## config.mk

```make
export PLATFORM = sky130hd
export DESIGN_NAME = spa_ctrl
export DESIGN_NICKNAME = d
export VERILOG_FILES = /design/src/rtl/core/spa_pkg.sv /design/src/rtl/core/spa_ctrl.sv
export SDC_FILE = /design/constraint.sdc
export NUM_CORES = 1
export LEC_CHECK = 0
export ABC_CLOCK_PERIOD_IN_PS = 2100
export BUFFER_PORTS_ARGS = -buffer_cell sky130_fd_sc_hd__buf_2
export CAP_MARGIN = 20
export CORE_AREA = 4 4 41 43
export CTS_BUF_LIST = sky130_fd_sc_hd__clkbuf_4
export CTS_CLUSTER_SIZE = 28
export DETAILED_ROUTE_END_ITERATION = 10
export DIE_AREA = 0 0 45 47
export GPL_TIMING_DRIVEN = 0
export SLEW_MARGIN = 20
export SYNTH_ARGS = -nofsm -noshare
export SYNTH_HDL_FRONTEND = slang
export SYNTH_SLANG_ARGS = --single-unit
```

## constraint.sdc

```tcl
create_clock -name clock -period 2.1 [get_ports clock]
set_input_delay 0 -clock clock [delete_from_list [all_inputs] [get_ports clock]]
set_output_delay 0 -clock clock [all_outputs]
set_load 0.1 [all_outputs]
```

## src/rtl/core/spa_pkg.sv

```systemverilog
// Shared types and constants for the slot pool allocator.
// No dependencies; imported by the controller, datapath and top level.
package spa_pkg;

   localparam int BLOCKS     = 1024;
   localparam int BLOCK_BITS = $clog2(BLOCKS);
   localparam int FULL_BITS  = BLOCK_BITS + 1;
   localparam int SLOTS      = 16;
   localparam int SLOT_BITS  = 4;
   localparam int GEN_BITS   = 8;
   localparam int CODE_BITS  = 22;

   localparam logic [BLOCK_BITS-1:0] BLOCK_LAST = BLOCK_BITS'(BLOCKS - 1);
   localparam logic [SLOTS-1:0]      ALL_IDLE   = '1;

   localparam logic [1:0] OP_OPEN   = 2'd0;
   localparam logic [1:0] OP_CLOSE  = 2'd1;
   localparam logic [1:0] OP_LOOKUP = 2'd2;

   localparam logic [1:0] STATUS_OK   = 2'd0;
   localparam logic [1:0] STATUS_MISS = 2'd1;
   localparam logic [1:0] STATUS_FULL = 2'd2;

   localparam logic CSR_GEN_ENABLE = 1'b0;
   localparam logic CSR_MAX_CODE   = 1'b1;

   typedef logic [SLOTS-1:0][GEN_BITS-1:0] gen_row_type;

   typedef enum logic [1:0] {
      ST_CLEAR,
      ST_IDLE,
      ST_FETCH,
      ST_EXEC
   } state_type;

   typedef struct packed {
      logic clear;
      logic accept;
      logic fetch;
      logic commit;
   } cmd_type;

   typedef struct packed {
      logic clear_done;
      logic out_busy;
   } stat_type;

endpackage

```

## src/rtl/core/spa_ctrl.sv

```systemverilog
// Sequencer for the slot pool allocator: clearing pass, accept, fetch, execute.
// Depends on spa_pkg; drives the datapath command struct.
module spa_ctrl (
   input  logic              clock,
   input  logic              reset,
   input  logic              req_valid,
   output logic              req_stall,
   input  spa_pkg::stat_type stat,
   output spa_pkg::cmd_type  cmd
);
   import spa_pkg::*;

   state_type state_ff, state_in;

   always_ff @(posedge clock) begin
      if (reset) begin
         state_ff <= ST_CLEAR;
      end else begin
         state_ff <= state_in;
      end
   end

   always_comb begin
      state_in = state_ff;
      unique case (state_ff)
         ST_CLEAR: begin
            if (stat.clear_done) state_in = ST_IDLE;
         end
         ST_IDLE: begin
            if (req_valid) state_in = ST_FETCH;
         end
         ST_FETCH: begin
            state_in = ST_EXEC;
         end
         ST_EXEC: begin
            if (!stat.out_busy) state_in = ST_IDLE;
         end
         default: begin
            state_in = ST_CLEAR;
         end
      endcase
   end

   always_comb begin
      cmd       = '0;
      req_stall = 1'b1;
      unique case (state_ff)
         ST_CLEAR: begin
            cmd.clear = 1'b1;
         end
         ST_IDLE: begin
            req_stall  = 1'b0;
            cmd.accept = req_valid;
         end
         ST_FETCH: begin
            cmd.fetch = 1'b1;
         end
         ST_EXEC: begin
            cmd.commit = !stat.out_busy;
         end
         default: begin
            cmd = '0;
         end
      endcase
   end

endmodule

```

# After elaboration in Yosys (flattened, before gate mapping)
# Index checks and enable logic that the tools add are counted.
[totals] register_bits=2 inputBits=5 out_inout_bits=5 elab_cells=19
[op_classes] n_eq_ne=6 muxes=9 n_reduce_logical=3
[ops] op="$pmux 2 s4" count=1
[ops] op="$mux 2" count=3
[ops] op="$ne 2x2->1 const B" count=3
[ops] op="$mux 1" count=5
[ops] op="$eq 2x2->1 const B" count=2
[ops] op="$reduce_and 3->1" count=1
[ops] op="$eq 2x1->1 const B" count=1
[ops] op="$logic_not 2->1" count=1
[ops] op="$logic_not 1->1" count=1

# Logic depth before layout (Yosys ltp)
# Gate-level depths: netlist of run 1.
[depth] depth_word=3 mapped_depth=4 depth_no_buf=4

# Worst setup path before layout of run 1
# OpenSTA, ideal clock, no wires.
[synth_timing] kind="register -> output" from="register state_ff[1]" to="output port cmd[2] (netlist name)" arrival_time_ps=2356 required_time_ps=2100 setup_slack_ps=-256 path_stages_with_launch=5 path_buffers=0 path_cell_list="dfxtp_1 inv_1 ha_1 inv_1 nor2_1"
[synth_lines] element="start: declaration" line_no="spa_ctrl.sv:13" rtl="state_type state_ff, state_in;"
[synth_lines] element="start signal: assignment" line_no="spa_ctrl.sv:19" rtl="state_ff <= state_in;"
[synth_lines] element="end: declaration" line_no="spa_ctrl.sv:9" rtl="output spa_pkg::cmd_type cmd"

# Worst setup path after layout of run 1
[layout_timing] from="register state_ff[1]" to="register state_ff[0]"
[layout_between] elab_chain_cells=3 word_cells_on_any_way=9
[layout_lines] element="$eq 2x2->1, or another cell as far along" line_no="spa_ctrl.sv:25" rtl="unique case (state_ff)"
[layout_lines] element="$ne 2x2->1 (no source line)"
[layout_lines] element="$reduce_and 3->1 (no source line)"
# Several ways; a longest one is shown, not always the timed one.
# A chain may end at the register's enable or synchronous reset.

==> flow_results.xml, run 1 <==
<?xml version="1.0" encoding="UTF-8"?>
<metrics>
  <group name="grt">
    <metric name="maximum_number_of_pins_on_one_net_before_global_route_repair" unit="">5</metric>
    <metric name="antenna_found_initial" unit="">0</metric>
    <metric name="first_global_vias" unit="">165</metric>
    <metric name="grt_util_all_layers" unit="">0.0457</metric>
    <metric name="grt_remaining_overflow" unit="">0</metric>
    <metric name="global_route_wire_length_before_repair" unit="um">634</metric>
  </group>
  <group name="routing">
    <metric name="drc" unit="">0</metric>
    <metric name="dr_total_vias" unit="">158</metric>
    <metric name="vias_per_cell" unit="">3.36</metric>
    <metric name="drt_iter0_drcs" unit="">2</metric>
    <metric name="wl" unit="um">361</metric>
    <metric name="detailedRoute.firstPassIterationCount" unit="">4</metric>
    <metric name="antenna_violating_nets_post_route" unit="">0</metric>
    <metric name="wl_per_cell" unit="um">7.68</metric>
  </group>
  <group name="critical_path">
    <metric name="critical_path.endpoint_type" unit="">flip-flop</metric>
    <metric name="cp_launch_point" unit="">state_ff[1]$_SDFFE_PP0P_</metric>
    <metric name="crit_type" unit="">reg2reg</metric>
    <metric name="timing.critical_path.from_type" unit="">flip-flop</metric>
    <metric name="critical_path_arrival" unit="ns">1.73</metric>
    <metric name="critical_path_peak_fanout" unit="">4</metric>
    <metric name="r2r_start" unit="">state_ff[1]$_SDFFE_PP0P_</metric>
    <metric name="cp_data_required_time" unit="ns">2.20</metric>
  </group>
  <group name="cells_and_area">
    <metric name="diodes" unit="">0</metric>
    <metric name="top_regs" unit="">state_ff: 2 flops</metric>
    <metric name="regMostFlops" unit="">state_ff</metric>
    <metric name="postLayoutCoreUtil" unit="">0.201</metric>
    <metric name="layout_common_cells" unit="">buf_2, inv_1, ha_1</metric>
    <metric name="most_common_cell_after_layout_fill_and_taps_aside" unit="">buf_2</metric>
    <metric name="design.final.nets" unit="">43</metric>
    <metric name="area_delta_synth_final" unit="%">51.4</metric>
    <metric name="layout-drive-gt1-share" unit="">0.438</metric>
    <metric name="largest_reg_flops" unit="">2</metric>
    <metric name="stdcell_count" unit="">47</metric>
  </group>
  <group name="clock_network">
    <metric name="cts_setup_buffers" unit="">0</metric>
    <metric name="postCtsResizedCells" unit="">0</metric>
    <metric name="ctsHoldBuffers" unit="">0</metric>
    <metric name="cts_made_buffers" unit="">3</metric>
    <metric name="clock_tree.root_cell" unit="">clkbuf_4</metric>
    <metric name="cts.reportedPaths.clkPinSlew" unit="ns">0.03</metric>
    <metric name="cts_tree" unit="">yes</metric>
    <metric name="clock_insertion_delay_worst_skew" unit="ns">0.22</metric>
    <metric name="clock_sink_count" unit="">2</metric>
    <metric name="cts_htree_levels" unit="">1</metric>
    <metric name="cts_buffer_depth" unit="">2</metric>
  </group>
  <group name="timing">
    <metric name="max_slew.worst_pin.slew" unit="ns">0.489</metric>
    <metric name="finalHoldViolations" unit="">0</metric>
    <metric name="setup_viol_count_final" unit="">0</metric>
    <metric name="timing.fmax" unit="MHz">617</metric>
    <metric name="maxSlewHeadroom" unit="">0.674</metric>
    <metric name="time_the_worst_path_needs_with_i_o_delays_and_setup" unit="ns">1.62</metric>
    <metric name="rsz_0062_raised_after_global_routing" unit="">no</metric>
    <metric name="clock-skew-final" unit="ns">0.00308</metric>
    <metric name="setup_total_neg_slack" unit="ns">0</metric>
    <metric name="layout_worst_path_cycle_share" unit="">0.772</metric>
    <metric name="slew_viol_final" unit="">0</metric>
  </group>
  <group name="floorplan">
    <metric name="design.die.area" unit="um^2">2120</metric>
    <metric name="floorplan_die_height" unit="um">47</metric>
    <metric name="core_region_area" unit="um^2">1300</metric>
    <metric name="placement_rows" unit="">13</metric>
    <metric name="io_pins" unit="">10</metric>
    <metric name="floorplan.initialDensity" unit="">0.133</metric>
    <metric name="dieWidth" unit="um">45</metric>
  </group>
  <group name="logic_synthesis">
    <metric name="synthesis.instances" unit="">20</metric>
    <metric name="synth-seq-cells" unit="">2</metric>
    <metric name="synthesis.area_per_instance" unit="um^2">8.63</metric>
    <metric name="synth_warnings" unit="">0</metric>
    <metric name="synth_cell_type_count" unit="">9</metric>
    <metric name="syn-num-nets" unit="">29</metric>
    <metric name="synthesis.area" unit="um^2">173</metric>
    <metric name="sequential_to_total_area_share_from_yosys_stat" unit="">0.232</metric>
  </group>
  <group name="placement">
    <metric name="hpwlAfterDp" unit="um">310</metric>
    <metric name="place.gp.congestion" unit="">0.617</metric>
    <metric name="portBuffers" unit="">9</metric>
    <metric name="placed_cells_incl_taps" unit="">44</metric>
  </group>
  <group name="status">
    <metric name="run_status" unit="">finished, final reports clean</metric>
  </group>
  <group name="job">
    <metric name="cap_viol_max_count" unit="">0</metric>
  </group>
  <group name="hold_path">
    <metric name="worst_hold_path_type" unit="">in2reg</metric>
    <metric name="min_from" unit="">reset</metric>
  </group>
</metrics>
## synth_stat cells
cell type  count  area share
nor2_1         3       0.065
a222oi_1       1       0.058
ha_1           4        0.29
inv_1          5        0.11
mux2_1         1       0.065
and2b_2        1       0.051
dfxtp_1        2        0.23
mux2i_1        1       0.058
nand2b_1       2       0.072
## layout make-up
class	count	area, um^2
fill	156	1040
multi-input combinational	13	116
timing repair buffer	9	45.0
sequential	2	40.0
clock buffer	3	22.5
inverter	5	18.8
tap	15	18.8
## cell families (layout without fill, tap and decap cells)
family / Yosys count / count (layout) / share of synthesized area
AO/OA/AOI/OAI: 1 / 1 / 0.0580
adder cells (fa/ha/maj): 4 / 4 / 0.290
multiplexers: 2 / 2 / 0.123
buffers and inverters: 5 / 17 / 0.109
AND/OR/NAND/NOR: 6 / 6 / 0.188
flip-flops: 2 / 2 / 0.232
## per-stage QoR
stage,area [um^2],setup WS [ns],hold slack (ns)
2_1_floorplan,175,0.163,0.180
3_3_place_gp,239,0.489,0.315
3_5_place_dp,239,0.457,0.326
4_1_cts,262,0.459,0.0917
5_1_grt,262,0.348,0.139
6_report,262,0.479,0.0955
## layer usage
| layer | up-vias | wire [um] | track usage |
|---|---|---|---|
| met5 | - | 0 | 0 |
| met2 | 9 | 116 | 0.0621 |
| met3 | 0 | 61 | 0.0460 |
| met4 | 0 | 0 | 0.0175 |
| li1 | 87 | - | - |
| met1 | 62 | 184 | 0.0474 |
## critical path, cell delays in order (launching register included)
cell      delay, ns
dfxtp_1        0.37
inv_1          0.08
ha_1           0.21
a222oi_1       0.48
mux2_1         0.36
## path summary, 6_finish.rpt
kind	endpoint	slack, ns	cells past startpoint
setup / recovery	state_ff[0]$_SDFFE_PP0P_	0.48	4
hold / removal	state_ff[1]$_SDFFE_PP0P_	0.1	3
setup reg to reg	state_ff[0]$_SDFFE_PP0P_	0.48	4
hold reg to reg	state_ff[1]$_SDFFE_PP0P_	0.51	2
Power of run 1 is left out: the tool's default activity adds up to more than one toggle a clock period on the data nets, which glitch-free logic cannot reach.
==> run 2: changes to the inputs <==
- ABC_CLOCK_PERIOD_IN_PS: 2100 -> 1600
- clock period: 2.1 -> 1.6 ns (I/O delays scaled with it)
==> run 2 against run 1 <==
Via count is 5.1% higher. Clock skew is 0.00068 ns lower. Register-to-register slack worse by 0.37 ns. Non-clock buffer count rose by 1. Critical path depth is the same. Sequential share of layout area down 0.45 points. Largest cell class unchanged.
==> flow_results.xml, run 2 (synthesis gave the netlist of run 1 again) <==
<?xml version="1.0" encoding="UTF-8"?>
<metrics>
  <group name="routing">
    <metric name="antenna_violating_nets_post_route" unit="">0</metric>
    <metric name="drc" unit="">0</metric>
    <metric name="dr_total_vias" unit="">166</metric>
    <metric name="drt_iter0_drcs" unit="">2</metric>
    <metric name="detailedRoute.firstPassIterationCount" unit="">4</metric>
    <metric name="vias_per_cell" unit="">3.46</metric>
    <metric name="wl" unit="um">365</metric>
    <metric name="wl_per_cell" unit="um">7.60</metric>
  </group>
  <group name="placement">
    <metric name="hpwlAfterDp" unit="um">289</metric>
    <metric name="portBuffers" unit="">9</metric>
    <metric name="placed_cells_incl_taps" unit="">44</metric>
    <metric name="place.gp.congestion" unit="">0.610</metric>
  </group>
  <group name="timing">
    <metric name="finalHoldViolations" unit="">0</metric>
    <metric name="layout_worst_path_cycle_share" unit="">0.932</metric>
    <metric name="clock-skew-final" unit="ns">0.00240</metric>
    <metric name="setup_viol_count_final" unit="">0</metric>
    <metric name="slew_viol_final" unit="">0</metric>
    <metric name="rsz_0062_raised_after_global_routing" unit="">no</metric>
    <metric name="time_the_worst_path_needs_with_i_o_delays_and_setup" unit="ns">1.49</metric>
    <metric name="max_slew.worst_pin.slew" unit="ns">0.487</metric>
    <metric name="timing.fmax" unit="MHz">671</metric>
    <metric name="maxSlewHeadroom" unit="">0.678</metric>
  </group>
  <group name="clock_network">
    <metric name="cts_htree_levels" unit="">1</metric>
    <metric name="cts_buffer_depth" unit="">2</metric>
    <metric name="ctsHoldBuffers" unit="">0</metric>
    <metric name="cts.reportedPaths.clkPinSlew" unit="ns">0.03</metric>
    <metric name="clock_sink_count" unit="">2</metric>
    <metric name="cts_tree" unit="">yes</metric>
    <metric name="clock_insertion_delay_worst_skew" unit="ns">0.22</metric>
    <metric name="cts_made_buffers" unit="">3</metric>
    <metric name="clock_tree.root_cell" unit="">clkbuf_4</metric>
  </group>
  <group name="grt">
    <metric name="first_global_vias" unit="">160</metric>
    <metric name="grt_util_all_layers" unit="">0.0426</metric>
    <metric name="antenna_found_initial" unit="">0</metric>
    <metric name="maximum_number_of_pins_on_one_net_before_global_route_repair" unit="">5</metric>
    <metric name="grt_remaining_overflow" unit="">0</metric>
    <metric name="global_route_wire_length_before_repair" unit="um">593</metric>
  </group>
  <group name="critical_path">
    <metric name="cp_slowest_cell" unit="">a222oi_1</metric>
    <metric name="crit_type" unit="">reg2reg</metric>
    <metric name="cp_data_required_time" unit="ns">1.71</metric>
    <metric name="critical_path_peak_fanout" unit="">4</metric>
    <metric name="critical-path-max-stage-delay" unit="ns">0.41</metric>
    <metric name="timing.critical_path.buf_inv" unit="">1</metric>
    <metric name="timing.critical_path.from_type" unit="">flip-flop</metric>
    <metric name="critical_path_arrival" unit="ns">1.60</metric>
    <metric name="path_cells" unit="">inv_1 &gt; ha_1 &gt; a222oi_1 &gt; mux2_1</metric>
    <metric name="critical_path.endpoint_type" unit="">flip-flop</metric>
    <metric name="path_delay_family" unit="">compound AO/OA/AOI/OAI gates</metric>
  </group>
  <group name="cells_and_area">
    <metric name="top_regs" unit="">state_ff: 2 flops</metric>
    <metric name="layout_common_cells" unit="">buf_2, inv_1, ha_1, clkbuf_4</metric>
    <metric name="most_common_cell_after_layout_fill_and_taps_aside" unit="">buf_2</metric>
    <metric name="regMostFlops" unit="">state_ff</metric>
    <metric name="fillerInstances" unit="">156</metric>
    <metric name="design.final.nets" unit="">44</metric>
    <metric name="area_delta_synth_final" unit="%">60.9</metric>
    <metric name="stdcell_count" unit="">48</metric>
    <metric name="layout-drive-gt1-share" unit="">0.515</metric>
    <metric name="largest_reg_flops" unit="">2</metric>
    <metric name="diodes" unit="">0</metric>
  </group>
  <group name="floorplan">
    <metric name="dieWidth" unit="um">45</metric>
    <metric name="floorplan.initialDensity" unit="">0.133</metric>
    <metric name="floorplan_die_height" unit="um">47</metric>
    <metric name="core_region_area" unit="um^2">1300</metric>
    <metric name="design.die.area" unit="um^2">2120</metric>
    <metric name="placement_rows" unit="">13</metric>
    <metric name="io_pins" unit="">10</metric>
  </group>
  <group name="hold_path">
    <metric name="worst_hold_path_type" unit="">in2reg</metric>
  </group>
  <group name="job">
    <metric name="cap_viol_max_count" unit="">0</metric>
  </group>
  <group name="status">
    <metric name="run_status" unit="">finished, final reports clean</metric>
  </group>
</metrics>
==> run 2: cell count changes in the layout (fill, tap and decap cells not counted) <==
cell     change
buf_4        +1
dfxtp_1      -1
dfxtp_2      +1
ha_1         -1
ha_2         +1
nor2_2       -1
nor2_4       +1
==> run 2: repair_timing <==
action,CTS,global route
pin swaps,1,1
setup buffers,0,1
gates resized for setup,0,1
endpoints found under the setup margin,1,1
==> run 2: worst paths after layout <==
path,from,end,slack [ns],cells past startpoint
min reg2reg,state_ff[1]$_SDFFE_PP0P_,state_ff[1]$_SDFFE_PP0P_,0.49,2
max reg2reg,state_ff[1]$_SDFFE_PP0P_,state_ff[0]$_SDFFE_PP0P_,0.11,4
max,state_ff[1]$_SDFFE_PP0P_,state_ff[0]$_SDFFE_PP0P_,0.11,4
min,reset,state_ff[1]$_SDFFE_PP0P_,0.08,3
==> run 2: area by class of cell <==
| cell class | instances | area (um^2) | area share |
|---|---|---|---|
| multi-input cells | 13 | 124 | 0.446 |
| well taps | 15 | 18.8 | 0.0676 |
| flip-flops and latches | 2 | 41.3 | 0.149 |
| clock buffers | 3 | 22.5 | 0.0811 |
| repair buffers | 10 | 52.6 | 0.189 |
| inverters | 5 | 18.8 | 0.0676 |
==> run 2: per-stage QoR <==
stage               setup WS (ns)  setup TNS, ns  cell area (um^2)   util  hold WS [ns]
global route               0.0132              0               278  0.213         0.113
floorplan                 -0.0398        -0.0503               183      -         0.180
CTS                       0.00232              0               269  0.207        0.0768
detailed placement        -0.0260        -0.0260               246  0.189         0.314
finish                      0.109              0               278  0.213        0.0772
global placement          -0.0198        -0.0198               246  0.189         0.315
==> run 2: worst min-delay path: stages <==
cell and delay [ns]:
buf_2 0.10, nand2b_1 0.10, mux2i_1 0.05
==> run 2: per-layer routing <==
layer  wire length (um)  GRT usage  vias up
li1                   -          -       88
met3                 67     0.0498        0
met4                  0     0.0175        0
met1                165     0.0452       69
met2                132     0.0508        9
met5                  0          0        -
Power of run 2 is left out for the same reason.
==> run 3: changes to the inputs <==
- ABC_AREA: default -> 1
==> run 3 against run 2 <==
Sequential share of layout area down 2.0 points. Clock skew down 0.0024 ns. Count of clock-buffer cells in the layout did not move.
==> flow_results.xml, run 3 <==
<?xml version="1.0" encoding="UTF-8"?>
<metrics>
  <group name="grt">
    <metric name="grt_util_all_layers" unit="">0.0473</metric>
    <metric name="antenna_found_initial" unit="">0</metric>
    <metric name="grt_remaining_overflow" unit="">0</metric>
    <metric name="first_global_vias" unit="">164</metric>
    <metric name="maximum_number_of_pins_on_one_net_before_global_route_repair" unit="">5</metric>
    <metric name="global_route_wire_length_before_repair" unit="um">634</metric>
  </group>
  <group name="critical_path">
    <metric name="critical-path-max-stage-delay" unit="ns">0.41</metric>
    <metric name="critical_path.endpoint_type" unit="">output port</metric>
    <metric name="cp_slowest_cell" unit="">buf_2</metric>
    <metric name="cp_data_required_time" unit="ns">1.60</metric>
    <metric name="path_delay_family" unit="">buffers and inverters</metric>
    <metric name="critical_path_peak_fanout" unit="">4</metric>
    <metric name="critical_path_arrival" unit="ns">1.45</metric>
    <metric name="crit_type" unit="">reg2out</metric>
    <metric name="timing.critical_path.buf_inv" unit="">3</metric>
    <metric name="path_cells" unit="">bufinv_8 &gt; ha_1 &gt; nand2_1 &gt; inv_1 &gt; buf_2</metric>
    <metric name="timing.critical_path.from_type" unit="">flip-flop</metric>
  </group>
  <group name="placement">
    <metric name="hpwlAfterDp" unit="um">356</metric>
    <metric name="portBuffers" unit="">9</metric>
    <metric name="placement.cell_area" unit="um^2">288</metric>
    <metric name="place.gp.congestion" unit="">0.599</metric>
  </group>
  <group name="cells_and_area">
    <metric name="most_common_cell_after_layout_fill_and_taps_aside" unit="">inv_1</metric>
    <metric name="regMostFlops" unit="">state_ff</metric>
    <metric name="layout-drive-gt1-share" unit="">0.465</metric>
    <metric name="fillerInstances" unit="">153</metric>
    <metric name="area_delta_synth_final" unit="%">41.7</metric>
    <metric name="diodes" unit="">0</metric>
    <metric name="top_regs" unit="">state_ff: 2 flops</metric>
    <metric name="final_cell_area" unit="um^2">310</metric>
    <metric name="largest_reg_flops" unit="">2</metric>
    <metric name="design.final.nets" unit="">54</metric>
    <metric name="layout_common_cells" unit="">inv_1, buf_2, nand2_1</metric>
  </group>
  <group name="logic_synthesis">
    <metric name="synth_cell_type_count" unit="">10</metric>
    <metric name="synth-seq-cells" unit="">2</metric>
    <metric name="syn-num-nets" unit="">40</metric>
    <metric name="sequential_to_total_area_share_from_yosys_stat" unit="">0.183</metric>
    <metric name="netlist_top_cells_count" unit="">inv_1, nand2_1, ha_1, nand2_2</metric>
    <metric name="synth.top_cell.area_share" unit="">0.229</metric>
    <metric name="synth_warnings" unit="">0</metric>
    <metric name="async_flop_share" unit="">0</metric>
    <metric name="synth_area_leader_cell" unit="">ha_1</metric>
    <metric name="post_synth_main_area_contributors" unit="">ha_1, dfxtp_1, inv_1</metric>
    <metric name="synthesis.area" unit="um^2">219</metric>
    <metric name="synthesis.area_per_instance" unit="um^2">7.06</metric>
    <metric name="yosys.cell_count.top_type" unit="">inv_1</metric>
    <metric name="synthesis.instances" unit="">31</metric>
    <metric name="post_synth_edffs" unit="">0</metric>
    <metric name="ys_dominant_reg_cell" unit="">dfxtp_1</metric>
  </group>
  <group name="timing">
    <metric name="setup_viol_count_final" unit="">0</metric>
    <metric name="slew_viol_final" unit="">0</metric>
    <metric name="max_slew.worst_pin.slew" unit="ns">0.487</metric>
    <metric name="finalHoldViolations" unit="">0</metric>
    <metric name="layout_worst_path_cycle_share" unit="">0.904</metric>
    <metric name="time_the_worst_path_needs_with_i_o_delays_and_setup" unit="ns">1.45</metric>
    <metric name="maxSlewHeadroom" unit="">0.678</metric>
    <metric name="rsz_0062_raised_after_global_routing" unit="">no</metric>
    <metric name="setup_total_neg_slack" unit="ns">0</metric>
    <metric name="timing.fmax" unit="MHz">691</metric>
    <metric name="clock-skew-final" unit="ns">0.0000265</metric>
  </group>
  <group name="clock_network">
    <metric name="cts_setup_buffers" unit="">0</metric>
    <metric name="cts_made_buffers" unit="">3</metric>
    <metric name="cts_htree_levels" unit="">1</metric>
    <metric name="clock_sink_count" unit="">2</metric>
    <metric name="cts_tree" unit="">yes</metric>
    <metric name="postCtsResizedCells" unit="">0</metric>
    <metric name="clock_tree.root_cell" unit="">clkbuf_4</metric>
    <metric name="cts.reportedPaths.clkPinSlew" unit="ns">0.03</metric>
    <metric name="ctsHoldBuffers" unit="">0</metric>
    <metric name="clock_insertion_delay_worst_skew" unit="ns">0.22</metric>
    <metric name="cts_buffer_depth" unit="">2</metric>
  </group>
  <group name="routing">
    <metric name="wl" unit="um">428</metric>
    <metric name="drt_iter0_drcs" unit="">0</metric>
    <metric name="detailedRoute.firstPassIterationCount" unit="">1</metric>
    <metric name="wl_per_cell" unit="um">7.38</metric>
    <metric name="drc" unit="">0</metric>
    <metric name="dr_total_vias" unit="">194</metric>
    <metric name="antenna_violating_nets_post_route" unit="">0</metric>
    <metric name="vias_per_cell" unit="">3.34</metric>
  </group>
  <group name="floorplan">
    <metric name="floorplan_die_height" unit="um">47</metric>
    <metric name="dieWidth" unit="um">45</metric>
    <metric name="core_region_area" unit="um^2">1300</metric>
    <metric name="io_pins" unit="">10</metric>
    <metric name="floorplan.initialDensity" unit="">0.168</metric>
    <metric name="placement_rows" unit="">13</metric>
    <metric name="design.die.area" unit="um^2">2120</metric>
  </group>
  <group name="hold_path">
    <metric name="worst_hold_path_type" unit="">in2reg</metric>
  </group>
  <group name="job">
    <metric name="cap_viol_max_count" unit="">0</metric>
  </group>
  <group name="status">
    <metric name="run_status" unit="">finished, final reports clean</metric>
  </group>
</metrics>
==> run 3: through the flow <==
stage / std cells / hold WS, ns / worst slack [ns] / util
3_5_place_dp: 55 / 0.252 / 0.375 / 0.221
4_1_cts: 58 / 0.0152 / 0.130 / 0.238
2_1_floorplan: 31 / 0.156 / 0.160 / -
3_3_place_gp: 55 / 0.256 / 0.390 / 0.221
5_1_grt: 58 / 0.0261 / 0.0788 / 0.238
6_report: 58 / 0.0220 / 0.153 / 0.238
==> run 3: final timing paths <==
| path | start | endpoint | slack [ns] | depth (start not counted) |
|---|---|---|---|---|
| setup / recovery | state_ff[1]$_SDFFE_PP0P_ | cmd[2] | 0.15 | 5 |
| hold / removal | reset | state_ff[1]$_SDFFE_PP0P_ | 0.02 | 4 |
| setup reg to reg | state_ff[1]$_SDFFE_PP0P_ | state_ff[1]$_SDFFE_PP0P_ | 0.44 | 7 |
| hold reg to reg | state_ff[0]$_SDFFE_PP0P_ | state_ff[0]$_SDFFE_PP0P_ | 0.63 | 4 |
==> run 3: cell families (layout without fill, tap and decap cells) <==
kind of cell  after synthesis  after routing  synth area share
simple gates               14             14             0.337
flops                       2              2             0.183
buf+inv                    11             23             0.251
fa+ha+maj                   4              4             0.229
==> run 3: final cells by class <==
class	count	area, um^2	area share
Tap cell	15	18.8	0.0605
Clock buffer	3	22.5	0.0726
Inverter	11	55.1	0.177
Sequential cell	2	40.0	0.129
Multi-Input combinational cell	18	129	0.415
Timing Repair Buffer	9	45.0	0.145
==> run 3: layer usage <==
metal | wire length (um) | up-vias | share of wire | GRT usage
li1 | - | 113 | - | -
met1 | 193 | 73 | 0.45 | 0.0430
met2 | 180 | 8 | 0.42 | 0.0650
met3 | 54 | 0 | 0.13 | 0.0575
met4 | 0 | 0 | 0 | 0.0175
met5 | 0 | - | 0 | 0
==> run 3: worst min-delay path, stage by stage <==
cell and delay [ns]:
buf_2 0.07, inv_1 0.04, nand2_1 0.05, nor2_1 0.03
Power of run 3 is left out for the same reason.
